[config.mk]
export PLATFORM = sky130hd
export DESIGN_NAME = radix_number_to_digits
export DESIGN_NICKNAME = d
export VERILOG_FILES = /design/src/design/rnd_pkg.sv /design/src/design/rnd_divider.sv /design/src/design/radix_number_to_digits.sv
export SDC_FILE = /design/constraint.sdc
export NUM_CORES = 1
export LEC_CHECK = 0
export ABC_AREA = 1
export BUFFER_PORTS_ARGS = -buffer_cell sky130_fd_sc_hd__buf_2
export CORE_MARGIN = 4
export CORE_UTILIZATION = 37
export CTS_CLUSTER_DIAMETER = 30
export DETAILED_ROUTE_END_ITERATION = 16
export GPL_TIMING_DRIVEN = 0
export PLACE_DENSITY = 0.58
export SLEW_MARGIN = 5
export SYNTH_ARGS = -nofsm -noshare
export SYNTH_HDL_FRONTEND = slang
export SYNTH_SLANG_ARGS = --single-unit
[constraint.sdc]
create_clock -name clk -period 23 [get_ports clk]
set_input_delay 5.75 -clock clk [delete_from_list [all_inputs] [get_ports clk]]
set_output_delay 5.75 -clock clk [all_outputs]
set_load 0.005 [all_outputs]
[src/design/rnd_pkg.sv]
// Package for the radix number to digits block.
// Shared widths, request/result structs, divider status and ASCII digit mapping.
// No dependencies.
package rnd_pkg;

  localparam int VALUE_WIDTH_DEF = 64;
  localparam int MAX_CHARS_DEF   = 64;
  localparam int STEP_BITS       = 8;
  localparam int RADIX_W         = 5;
  localparam int MIN_W           = 7;
  localparam int CHAR_W          = 8;
  localparam int LEN_W           = 7;
  localparam int DIGIT_W         = 4;

  localparam logic [RADIX_W-1:0] RADIX_MIN = 5'd2;
  localparam logic [RADIX_W-1:0] RADIX_MAX = 5'd16;

  localparam logic [CHAR_W-1:0] ASCII_ZERO    = 8'h30;
  localparam logic [CHAR_W-1:0] ASCII_LOWER_A = 8'h61;
  localparam logic [CHAR_W-1:0] ASCII_UPPER_A = 8'h41;
  localparam logic [DIGIT_W-1:0] DIGIT_TEN    = 4'd10;

  typedef struct packed {
    logic [63:0]        value;
    logic [RADIX_W-1:0] radix;
    logic [MIN_W-1:0]   min_digits;
    logic               upper_case;
  } rnd_req_t;

  typedef struct packed {
    logic [CHAR_W-1:0] character;
    logic              last;
    logic [LEN_W-1:0]  total_length;
  } rnd_res_t;

  typedef struct packed {
    logic               done;
    logic [DIGIT_W-1:0] remainder;
  } rnd_div_status_t;

  typedef enum logic [1:0] {
    ST_IDLE,
    ST_DIVIDE,
    ST_LOAD,
    ST_EMIT
  } rnd_state_t;

  function automatic logic [CHAR_W-1:0] digit_char(logic [DIGIT_W-1:0] d, logic upper);
    logic [CHAR_W-1:0] base;
    base = upper ? ASCII_UPPER_A : ASCII_LOWER_A;
    if (d < DIGIT_TEN) begin
      return ASCII_ZERO + CHAR_W'(d);
    end
    return base + CHAR_W'(d - DIGIT_TEN);
  endfunction

endpackage

[src/design/rnd_divider.sv]
// Iterative divider: unsigned value by a radix of 2..16, STEP_BITS quotient bits per cycle.
// Quotient replaces the dividend in place; remainder fits in one digit.
// Depends on rnd_pkg.
module rnd_divider import rnd_pkg::*; #(
  parameter int VALUE_WIDTH = VALUE_WIDTH_DEF
) (
  input  logic                   clk,
  input  logic                   rst,
  input  logic                   start,
  input  logic [VALUE_WIDTH-1:0] operand,
  input  logic [RADIX_W-1:0]     radix,
  output logic [VALUE_WIDTH-1:0] quotient,
  output rnd_div_status_t        status
);

  localparam int STEPS = (VALUE_WIDTH + STEP_BITS - 1) / STEP_BITS;
  localparam int PAD_W = STEPS * STEP_BITS;
  localparam int CNT_W = $clog2(STEPS + 1);

  logic [PAD_W-1:0]   work;
  logic [PAD_W-1:0]   work_next;
  logic [DIGIT_W-1:0] rem;
  logic [DIGIT_W-1:0] rem_next;
  logic [CNT_W-1:0]   cnt;
  logic               running;
  logic               done;

  always_comb begin
    logic [DIGIT_W:0]   trial;
    logic [DIGIT_W-1:0] r;
    logic [PAD_W-1:0]   w;
    r = rem;
    w = work;
    for (int i = 0; i < STEP_BITS; i++) begin
      trial = {r, w[PAD_W-1]};
      w = {w[PAD_W-2:0], 1'b0};
      if (trial >= radix) begin
        trial = trial - radix;
        w[0] = 1'b1;
      end
      r = trial[DIGIT_W-1:0];
    end
    rem_next = r;
    work_next = w;
  end

  always_ff @(posedge clk) begin
    if (rst) begin
      running <= 1'b0;
      done    <= 1'b0;
      cnt     <= '0;
    end else if (start) begin
      running <= 1'b1;
      done    <= 1'b0;
      cnt     <= '0;
    end else if (running) begin
      cnt <= cnt + 1'b1;
      if (cnt == CNT_W'(STEPS - 1)) begin
        running <= 1'b0;
        done    <= 1'b1;
      end
    end else begin
      done <= 1'b0;
    end
  end

  always_ff @(posedge clk) begin
    if (start) begin
      work <= PAD_W'(operand);
      rem  <= '0;
    end else if (running) begin
      work <= work_next;
      rem  <= rem_next;
    end
  end

  assign quotient         = work[VALUE_WIDTH-1:0];
  assign status.done      = done;
  assign status.remainder = rem;

endmodule

[src/design/radix_number_to_digits.sv]
// Top level: unsigned integer to zero-padded ASCII digits, radix 2..16.
// Uses rnd_pkg and rnd_divider; digits buffered in a local memory, sent MSD first.
//
// channel   direction  handshake                 payload
// request   in         start && !busy            rnd_req_t (value, radix, min_digits, upper_case)
// result    out        strobe, one cycle each    rnd_res_t (character, last, total_length)
//
// Each digit takes one pass through the shared divider.
// A new request is accepted only after busy drops at the end of the previous item.
// Characters leave one per cycle, back to back, last flagged; busy drops after the last.
// rst is synchronous; no clearing pass, the digit memory is written before it is read.
// The receiver cannot stall; results are not held.
module radix_number_to_digits import rnd_pkg::*; #(
  parameter int VALUE_WIDTH = VALUE_WIDTH_DEF,
  parameter int MAX_CHARS   = MAX_CHARS_DEF
) (
  input  logic     clk,
  input  logic     rst,
  input  logic     start,
  input  rnd_req_t request,
  output logic     busy,
  output logic     strobe,
  output rnd_res_t result
);

  localparam int AW  = $clog2(VALUE_WIDTH);
  localparam int NDW = $clog2(VALUE_WIDTH + 1);

  rnd_state_t state;
  rnd_state_t state_next;

  logic [RADIX_W-1:0] radix;
  logic [RADIX_W-1:0] radix_next;
  logic [MIN_W-1:0]   mind;
  logic [MIN_W-1:0]   mind_next;
  logic               upper;
  logic [NDW-1:0]     ndig;
  logic [NDW-1:0]     ndig_dec;
  logic [LEN_W-1:0]   total;
  logic [LEN_W-1:0]   total_next;
  logic [LEN_W-1:0]   pad;
  logic [LEN_W-1:0]   k;
  logic [AW-1:0]      rdptr;
  logic [AW-1:0]      rdptr_next;
  logic [DIGIT_W-1:0] mem [VALUE_WIDTH];
  logic [DIGIT_W-1:0] rd_data;
  logic               is_pad;

  logic                   div_start;
  logic [VALUE_WIDTH-1:0] div_operand;
  logic [VALUE_WIDTH-1:0] div_quotient;
  rnd_div_status_t        div_status;

  rnd_divider #(.VALUE_WIDTH(VALUE_WIDTH)) u_div (
    .clk      (clk),
    .rst      (rst),
    .start    (div_start),
    .operand  (div_operand),
    .radix    (radix),
    .quotient (div_quotient),
    .status   (div_status)
  );

  always_comb begin
    case (request.radix) inside
      [5'd0:5'd1]:   radix_next = RADIX_MIN;
      [5'd17:5'd31]: radix_next = RADIX_MAX;
      default:       radix_next = request.radix;
    endcase
    mind_next = (request.min_digits > MIN_W'(MAX_CHARS)) ? MIN_W'(MAX_CHARS)
                                                         : request.min_digits;
  end

  assign ndig_dec   = ndig - 1'b1;
  assign total_next = (LEN_W'(ndig) > LEN_W'(mind)) ? LEN_W'(ndig) : LEN_W'(mind);
  assign is_pad     = k < pad;

  // next state
  always_comb begin
    state_next = state;
    case (state)
      ST_IDLE: begin
        if (start) state_next = ST_DIVIDE;
      end
      ST_DIVIDE: begin
        if (div_status.done && (div_quotient == '0)) state_next = ST_LOAD;
      end
      ST_LOAD: begin
        state_next = ST_EMIT;
      end
      ST_EMIT: begin
        if (k == total - 1'b1) state_next = ST_IDLE;
      end
      default: state_next = ST_IDLE;
    endcase
  end

  // outputs
  always_comb begin
    busy        = 1'b1;
    strobe      = 1'b0;
    div_start   = 1'b0;
    div_operand = div_quotient;
    rdptr_next  = rdptr;
    case (state)
      ST_IDLE: begin
        busy        = 1'b0;
        div_start   = start;
        div_operand = request.value[VALUE_WIDTH-1:0];
      end
      ST_DIVIDE: begin
        div_start = div_status.done && (div_quotient != '0);
      end
      ST_LOAD: begin
        rdptr_next = ndig_dec[AW-1:0];
      end
      ST_EMIT: begin
        strobe = 1'b1;
        if (!is_pad) rdptr_next = rdptr - 1'b1;
      end
      default: busy = 1'b1;
    endcase
    result.character    = is_pad ? ASCII_ZERO : digit_char(rd_data, upper);
    result.last         = (k == total - 1'b1);
    result.total_length = total;
  end

  always_ff @(posedge clk) begin
    if (rst) begin
      state <= ST_IDLE;
    end else begin
      state <= state_next;
    end
  end

  always_ff @(posedge clk) begin
    rdptr <= rdptr_next;
    case (state)
      ST_IDLE: begin
        if (start) begin
          radix <= radix_next;
          mind  <= mind_next;
          upper <= request.upper_case;
          ndig  <= '0;
        end
      end
      ST_DIVIDE: begin
        if (div_status.done) ndig <= ndig + 1'b1;
      end
      ST_LOAD: begin
        total <= total_next;
        pad   <= total_next - LEN_W'(ndig);
        k     <= '0;
      end
      ST_EMIT: begin
        k <= k + 1'b1;
      end
      default: k <= '0;
    endcase
  end

  always_ff @(posedge clk) begin
    if (state == ST_DIVIDE && div_status.done) begin
      mem[ndig[AW-1:0]] <= div_status.remainder;
    end
    rd_data <= mem[rdptr_next];
  end

endmodule

======== Word level (Yosys, flattened, before mapping) ========
Memory sizes are Yosys's and may differ from the RTL's. A register that Yosys moved wholly into a read port is not among the register bits.
Index checks and enable logic that the tools add are counted.
storage, ports and cells
  register bits after elaboration ......... 123
  RAM bits ................................ 256
  input port bits ......................... 80
  output and inout bits ................... 18
  word-level logic and storage cells ...... 123
  memories kept ........................... 1
cells by class
  add/subtract/negate cells ............... 18
  magnitude comparators ................... 16
  eq/ne operators ......................... 10
  mux-type cells .......................... 44
  bitwise logic cells ..................... 1
  reductions and logical operators ........ 18
memories
  name  words  width  rd ports  clocked after Yosys merged registers in  write ports  RTL line                      RTL
  mem   64     4      1         1                                        1            radix_number_to_digits.sv:45  logic [DIGIT_W-1:0] mem [VALUE_WIDTH];
operators by type and width
  kind                                                  number
  two-way mux 64 bit                                    3
  zero test 64 bit                                      1
  nonzero test 64 bit                                   1
  greater-or-equal comparator 5 bit                     8
  two-way mux 4 bit                                     8
  subtractor 4 bit                                      8
  case mux 7 bit (2 select lines)                       2
  two-way mux 8 bit                                     3
  two-way mux 7 bit                                     3
  two-way mux 1 bit                                     16
  adder 7 x 1 -> 7 bit, second input constant           2
  two-way mux 6 bit                                     2
  case mux 6 bit (2 select lines)                       1
  subtractor 6 x 1 -> 6 bit, second input constant      2
  adder 7 x 8 -> 8 bit                                  1
  case mux 2 bit (4 select lines)                       1
  adder 6 x 4 -> 7 bit, first input constant            1
  == test 7 bit                                         1
  greater-than comparator 7 bit                         1
  greater-than comparator 7 bit, second input constant  1
  less-than comparator 7 bit                            1
  subtractor 7 x 1 -> 7 bit, second input constant      1
  subtractor 7 bit                                      1
  two-way mux 2 bit                                     3
  other kinds (22)                                      35

======== Depth between registers and ports, before layout ========
  depth after elaboration ................. 18
  depth in mapped cells ................... 76
  gate-level depth less buffers ........... 76

======== Hierarchy ========
From an unflattened synthesis, not the netlist that was laid out.
second synthesis, totals
  cells, all modules ...................... 2359
  area total of the unflattened synthesis .. 21134.0 sq um
modules (own cells, without submodules)
  module                  instances  cells each  area an instance (sq um)  seq. area each (sq um)
  radix_number_to_digits  1          1747        16136.7                   9158.8
  rnd_divider             1          612         4997.3                    2122.0

======== Least setup slack after synthesis ========
Ideal clock, no wire load.
  kind .................................... input to register
  start point ............................. in start
  end point ............................... reg u_div.work[0] (netlist: u_div.quotient[0]) (enable)
  library setup time ...................... 574 ps
  data arrival time ....................... 10802 ps
  data required time ...................... 22426 ps
  setup slack ............................. 11624 ps
  cell stages on the path ................. 5
  path buffers ............................ 1
  path through ............................ nand2_1 > nand2_1 > clkbuf_1 > inv_1 > o21ai_0
on the way
  word-level cells in the longest chain between the ends .. 3
  elaborated cells on any way between the ends .. 4
  those cells by class .................... 1 x eq/ne; 1 x mux; 2 x reduce/logical
ends and longest elaborated chain
  item                                                                                   RTL line                       RTL
  start: declaration                                                                     radix_number_to_digits.sv:19   input logic start,
  case mux 1 bit (2 select lines) *                                                      radix_number_to_digits.sv:105  case (state)
  inequality test 2 x 1 -> 1 bit (no source line) or nonzero test 2 bit (tied branches)  -
  AND reduction 2 bit (no source line) *                                                 -
  end signal: assignment                                                                 rnd_divider.sv:69              work <= PAD_W'(operand);
  end signal: assignment                                                                 rnd_divider.sv:72              work <= work_next;
  end: declaration                                                                       rnd_divider.sv:20              logic [PAD_W-1:0] work;
Mark *: on every way between the ends. The rest lies on a longest branch, timed or not.
A chain may end at the register's enable or synchronous reset.

======== Worst setup path after layout ========
  start point ............................. reg radix[1]
  end point ............................... reg u_div.rem[3]
on the way
  word-level cells in the longest chain between the ends .. 16
  elaborated cells on any way between the ends .. 24
  those cells by class .................... 8 x add/sub; 8 x order compare; 8 x mux
ends and longest elaborated chain
  item                                                                   RTL line                              RTL
  start: declaration                                                     radix_number_to_digits.sv:32          logic [RADIX_W-1:0] radix;
  start signal: assignment                                               radix_number_to_digits.sv:141         radix <= radix_next;
  subtractor 4 bit or greater-or-equal comparator 5 bit (tied branches)  rnd_divider.sv:38, rnd_divider.sv:37
  two-way mux 4 bit                                                      rnd_divider.sv:37                     if (trial >= radix) begin
  subtractor 4 bit or greater-or-equal comparator 5 bit (tied branches)  rnd_divider.sv:38, rnd_divider.sv:37
  two-way mux 4 bit                                                      rnd_divider.sv:37
  subtractor 4 bit or greater-or-equal comparator 5 bit (tied branches)  rnd_divider.sv:38, rnd_divider.sv:37
  two-way mux 4 bit                                                      rnd_divider.sv:37
  greater-or-equal comparator 5 bit or subtractor 4 bit (tied branches)  rnd_divider.sv:37, rnd_divider.sv:38
  two-way mux 4 bit                                                      rnd_divider.sv:37
  subtractor 4 bit or greater-or-equal comparator 5 bit (tied branches)  rnd_divider.sv:38, rnd_divider.sv:37
  two-way mux 4 bit                                                      rnd_divider.sv:37
  subtractor 4 bit or greater-or-equal comparator 5 bit (tied branches)  rnd_divider.sv:38, rnd_divider.sv:37
  two-way mux 4 bit                                                      rnd_divider.sv:37
  greater-or-equal comparator 5 bit or subtractor 4 bit (tied branches)  rnd_divider.sv:37, rnd_divider.sv:38
  two-way mux 4 bit                                                      rnd_divider.sv:37
  subtractor 4 bit or greater-or-equal comparator 5 bit (tied branches)  rnd_divider.sv:38, rnd_divider.sv:37
  two-way mux 4 bit *                                                    rnd_divider.sv:37
  end signal: assignment                                                 rnd_divider.sv:73                     rem <= rem_next;
  end: declaration                                                       rnd_divider.sv:22                     logic [DIGIT_W-1:0] rem;
Marked as above.

==> reports/qor.csv <==
metric;value;unit
Syn Std Cell Area;0.0200;mm^2
Clock Tree Buf Depth;3;
DR WL/cell;18.8;um
hold path depth;2;
EDFF count, synth;361;
drt via density;5.13;
synth warn;0;
min-delay src;u_div.cnt[1];
fmax;76.2;MHz
reg2reg setup slack;9.87;ns
worst hold-check slack;0.490;ns
drt drc;0;
full die area;0.0577;mm^2
most common flop cell mapped by yosys;edfxtp_1;
slew at the pin closest to its max-slew limit;0.948;ns
Clk Latency, worst-skew pair;0.61;ns
DR iter-0 viols;1457;
First-pass DRT Iterations;5;
largest net degree at the start of global routing;68;
pre-CTS setup slack;9.97;ns
crit path launch type;flop;
routed via count;15513;
post-synth top area cell;edfxtp_1;
R2R depth;72;
top post-synthesis cells by area;edfxtp_1 54%, nand3_1 7.2%, inv_1 7.1%, nand2_1 6.6%, ha_1 4.7%;
Final nets;2428;
final setup fails;0;
maxcap violations;0;
Die X;240;um
Critical-path top delay cell;edfxtp_1;
H-tree depth;3;
first-pass GRT wire length;86.4;mm
status;finished, final reports clean;
library cells used by synthesis;53;
Antenna diodes;0;
worst r2r src;radix[1];
Clock Sinks;383;
Worst Path Max Fanout;10;
Final Hold Vio Count;0;
initial antenna violation count;2;
post-CTS sizing;0;
Hold Path End;u_div.cnt[1];
commonest non-fill, non-tap cell in the layout;inv_1;
post-layout instance area;0.0243;mm^2
RSZ-0062 raised after global routing;no;
RR Endpoint;u_div.rem[3];
initial core utilization;37.7;%
Mapped Nets;2241;
Synth Register Bits;383;
most frequent cells in the layout;376 x inv_1, 361 x edfxtp_1, 349 x nand2_1;
fin. max-slew vios;0;
min cycle time layout;13.13;ns
DRT antenna net count;0;
total wire length;56.9;mm
min-delay worst type;flop to flop;
global route overflow;0;
Core Region;0.0530;mm^2
setup_tns;0;ns
DP Area;0.0214;mm^2
post-synth top area share;54.3;%
register area share after synthesis;56.5;%
Slew Limit Headroom;36.8;%
GP Congestion;0.923;
Clock transition at path regs;0.04;ns
CTS tree;yes;
CTS buffer count;85;
Crit Path Class;flop to flop;
Site Rows;84;
Port-buffer cells;97;
CTS Hold Buffers Added;0;
final worst setup slack;9.87;ns
Worst setup EP type;flop;
DIE HEIGHT;240;um
Post CTS Setup Buffer Count;0;
Worst EP arrival;13.61;ns
dpl hpwl;40.0;mm
vias in the first global route;15644;
All-Layer GR Usage;19.5;%
Final period util;57.1;%
layout cells sized above 1;13.6;%
CTS root buffer;clkbuf_16;
Area growth syn-to-layout;21.8;%
asr flop ratio synth;0;%
io pins;98;
Worst EP required;23.48;ns
synthesized instance count;2077;
average size of a mapped cell;9.61;um^2
max incr delay on CP;0.66;ns
Worst Clk Skew;0.0258;ns
-- cells in the mapped netlist, types with 2 or more instances --
| cell | count |
|---|---|
| buf_6 | 8 |
| buf_4 | 15 |
| inv_1 | 376 |
| o21ai_1 | 14 |
| inv_2 | 9 |
| nand4_1 | 21 |
| nor2_2 | 2 |
| nor4_1 | 5 |
| a211oi_1 | 6 |
| o21a_1 | 3 |
| o31ai_1 | 3 |
| o21ai_2 | 2 |
| xnor2_1 | 12 |
| nor3_1 | 13 |
| clkbuf_1 | 33 |
| nand2_4 | 2 |
| nor2_1 | 137 |
| fa_1 | 9 |
| nand3_1 | 287 |
| or2_2 | 2 |
| ha_1 | 75 |
| dfxtp_1 | 22 |
| o22ai_1 | 3 |
| buf_2 | 22 |
| nand2_2 | 3 |
| a21oi_1 | 39 |
| xor2_1 | 22 |
| nand2_1 | 349 |
| edfxtp_1 | 361 |
| clkinv_1 | 2 |
| o211ai_1 | 2 |
| buf_1 | 2 |
| a21o_1 | 7 |
| o21ai_0 | 110 |
| nor2_4 | 2 |
| nand3b_1 | 80 |
-- flip-flops by register name (all words and copies together), names as in the netlist, 5 cells and up --
signal and cells:
u_div.quotient 64, radix 5, total 7, rdptr 6
mem 256, mind 7, ndig 7, pad 7
k 7
-- metal layers --
metal  up-vias  track usage (%)  part of all wire [%]
li1       7359                -                     -
met1      7405             25.7                    42
met2       600             31.3                    46
met3       145             4.39                   7.8
met4         4             8.10                   3.8
met5         -                0                 0.026
-- critical path, delay by kind of cell (launching register included) --
| kind | cells | cell delay (ns) |
|---|---|---|
| AOI/OAI and AO/OA | 27 | 5.30 |
| adders and majority gates | 8 | 2.67 |
| buffers and inverters | 11 | 1.75 |
| DFF | 1 | 0.66 |
| muxes | 1 | 0.17 |
| and+or+nand+nor | 25 | 2.40 |
-- worst max-delay path by stage --
stage / start / endpoint / slack, ns
after floorplan: start / u_div.quotient[0] / 11.62
after detailed placement: radix[1] / u_div.quotient[0] / 9.97
after CTS: radix[1] / u_div.quotient[0] / 9.93
after global placement: u_div.rem[1] / u_div.rem[3] / 8.88
final: radix[1] / u_div.rem[3] / 9.87
after global routing: radix[1] / u_div.rem[0] / 8.53
-- cell type report --
| class | instances | area, um^2 |
|---|---|---|
| multi-input combinational | 1227 | 6790 |
| timing repair buffer | 100 | 546 |
| clock inverter | 57 | 697 |
| tap | 688 | 861 |
| fill | 4994 | 28700 |
| clock buffer | 103 | 2210 |
| buffer | 80 | 444 |
| sequential | 383 | 11300 |
| inverter | 387 | 1450 |
-- cell families after synthesis --
| logic type | after synthesis | share of synthesized area [%] |
|---|---|---|
| buf+inv | 467 | 9.51 |
| xor+xnor | 34 | 1.49 |
| fa+ha+maj | 84 | 5.61 |
| flops | 383 | 56.5 |
| compound gates | 200 | 5.67 |
| simple gates | 908 | 21.1 |
| mux | 1 | 0.0502 |
-- per-stage QoR --
stage / cells / util, %
4_1_cts: 3025 / 45.9
6_report: 3025 / 45.9
3_5_place_dp: 2865 / 40.4
3_3_place_gp: 2862 / 40.2
2_1_floorplan: 2077 / -
5_1_grt: 3025 / 45.9
Power is left out: the tool's default activity adds up to more than one toggle a clock period on the data nets, which glitch-free logic cannot reach.
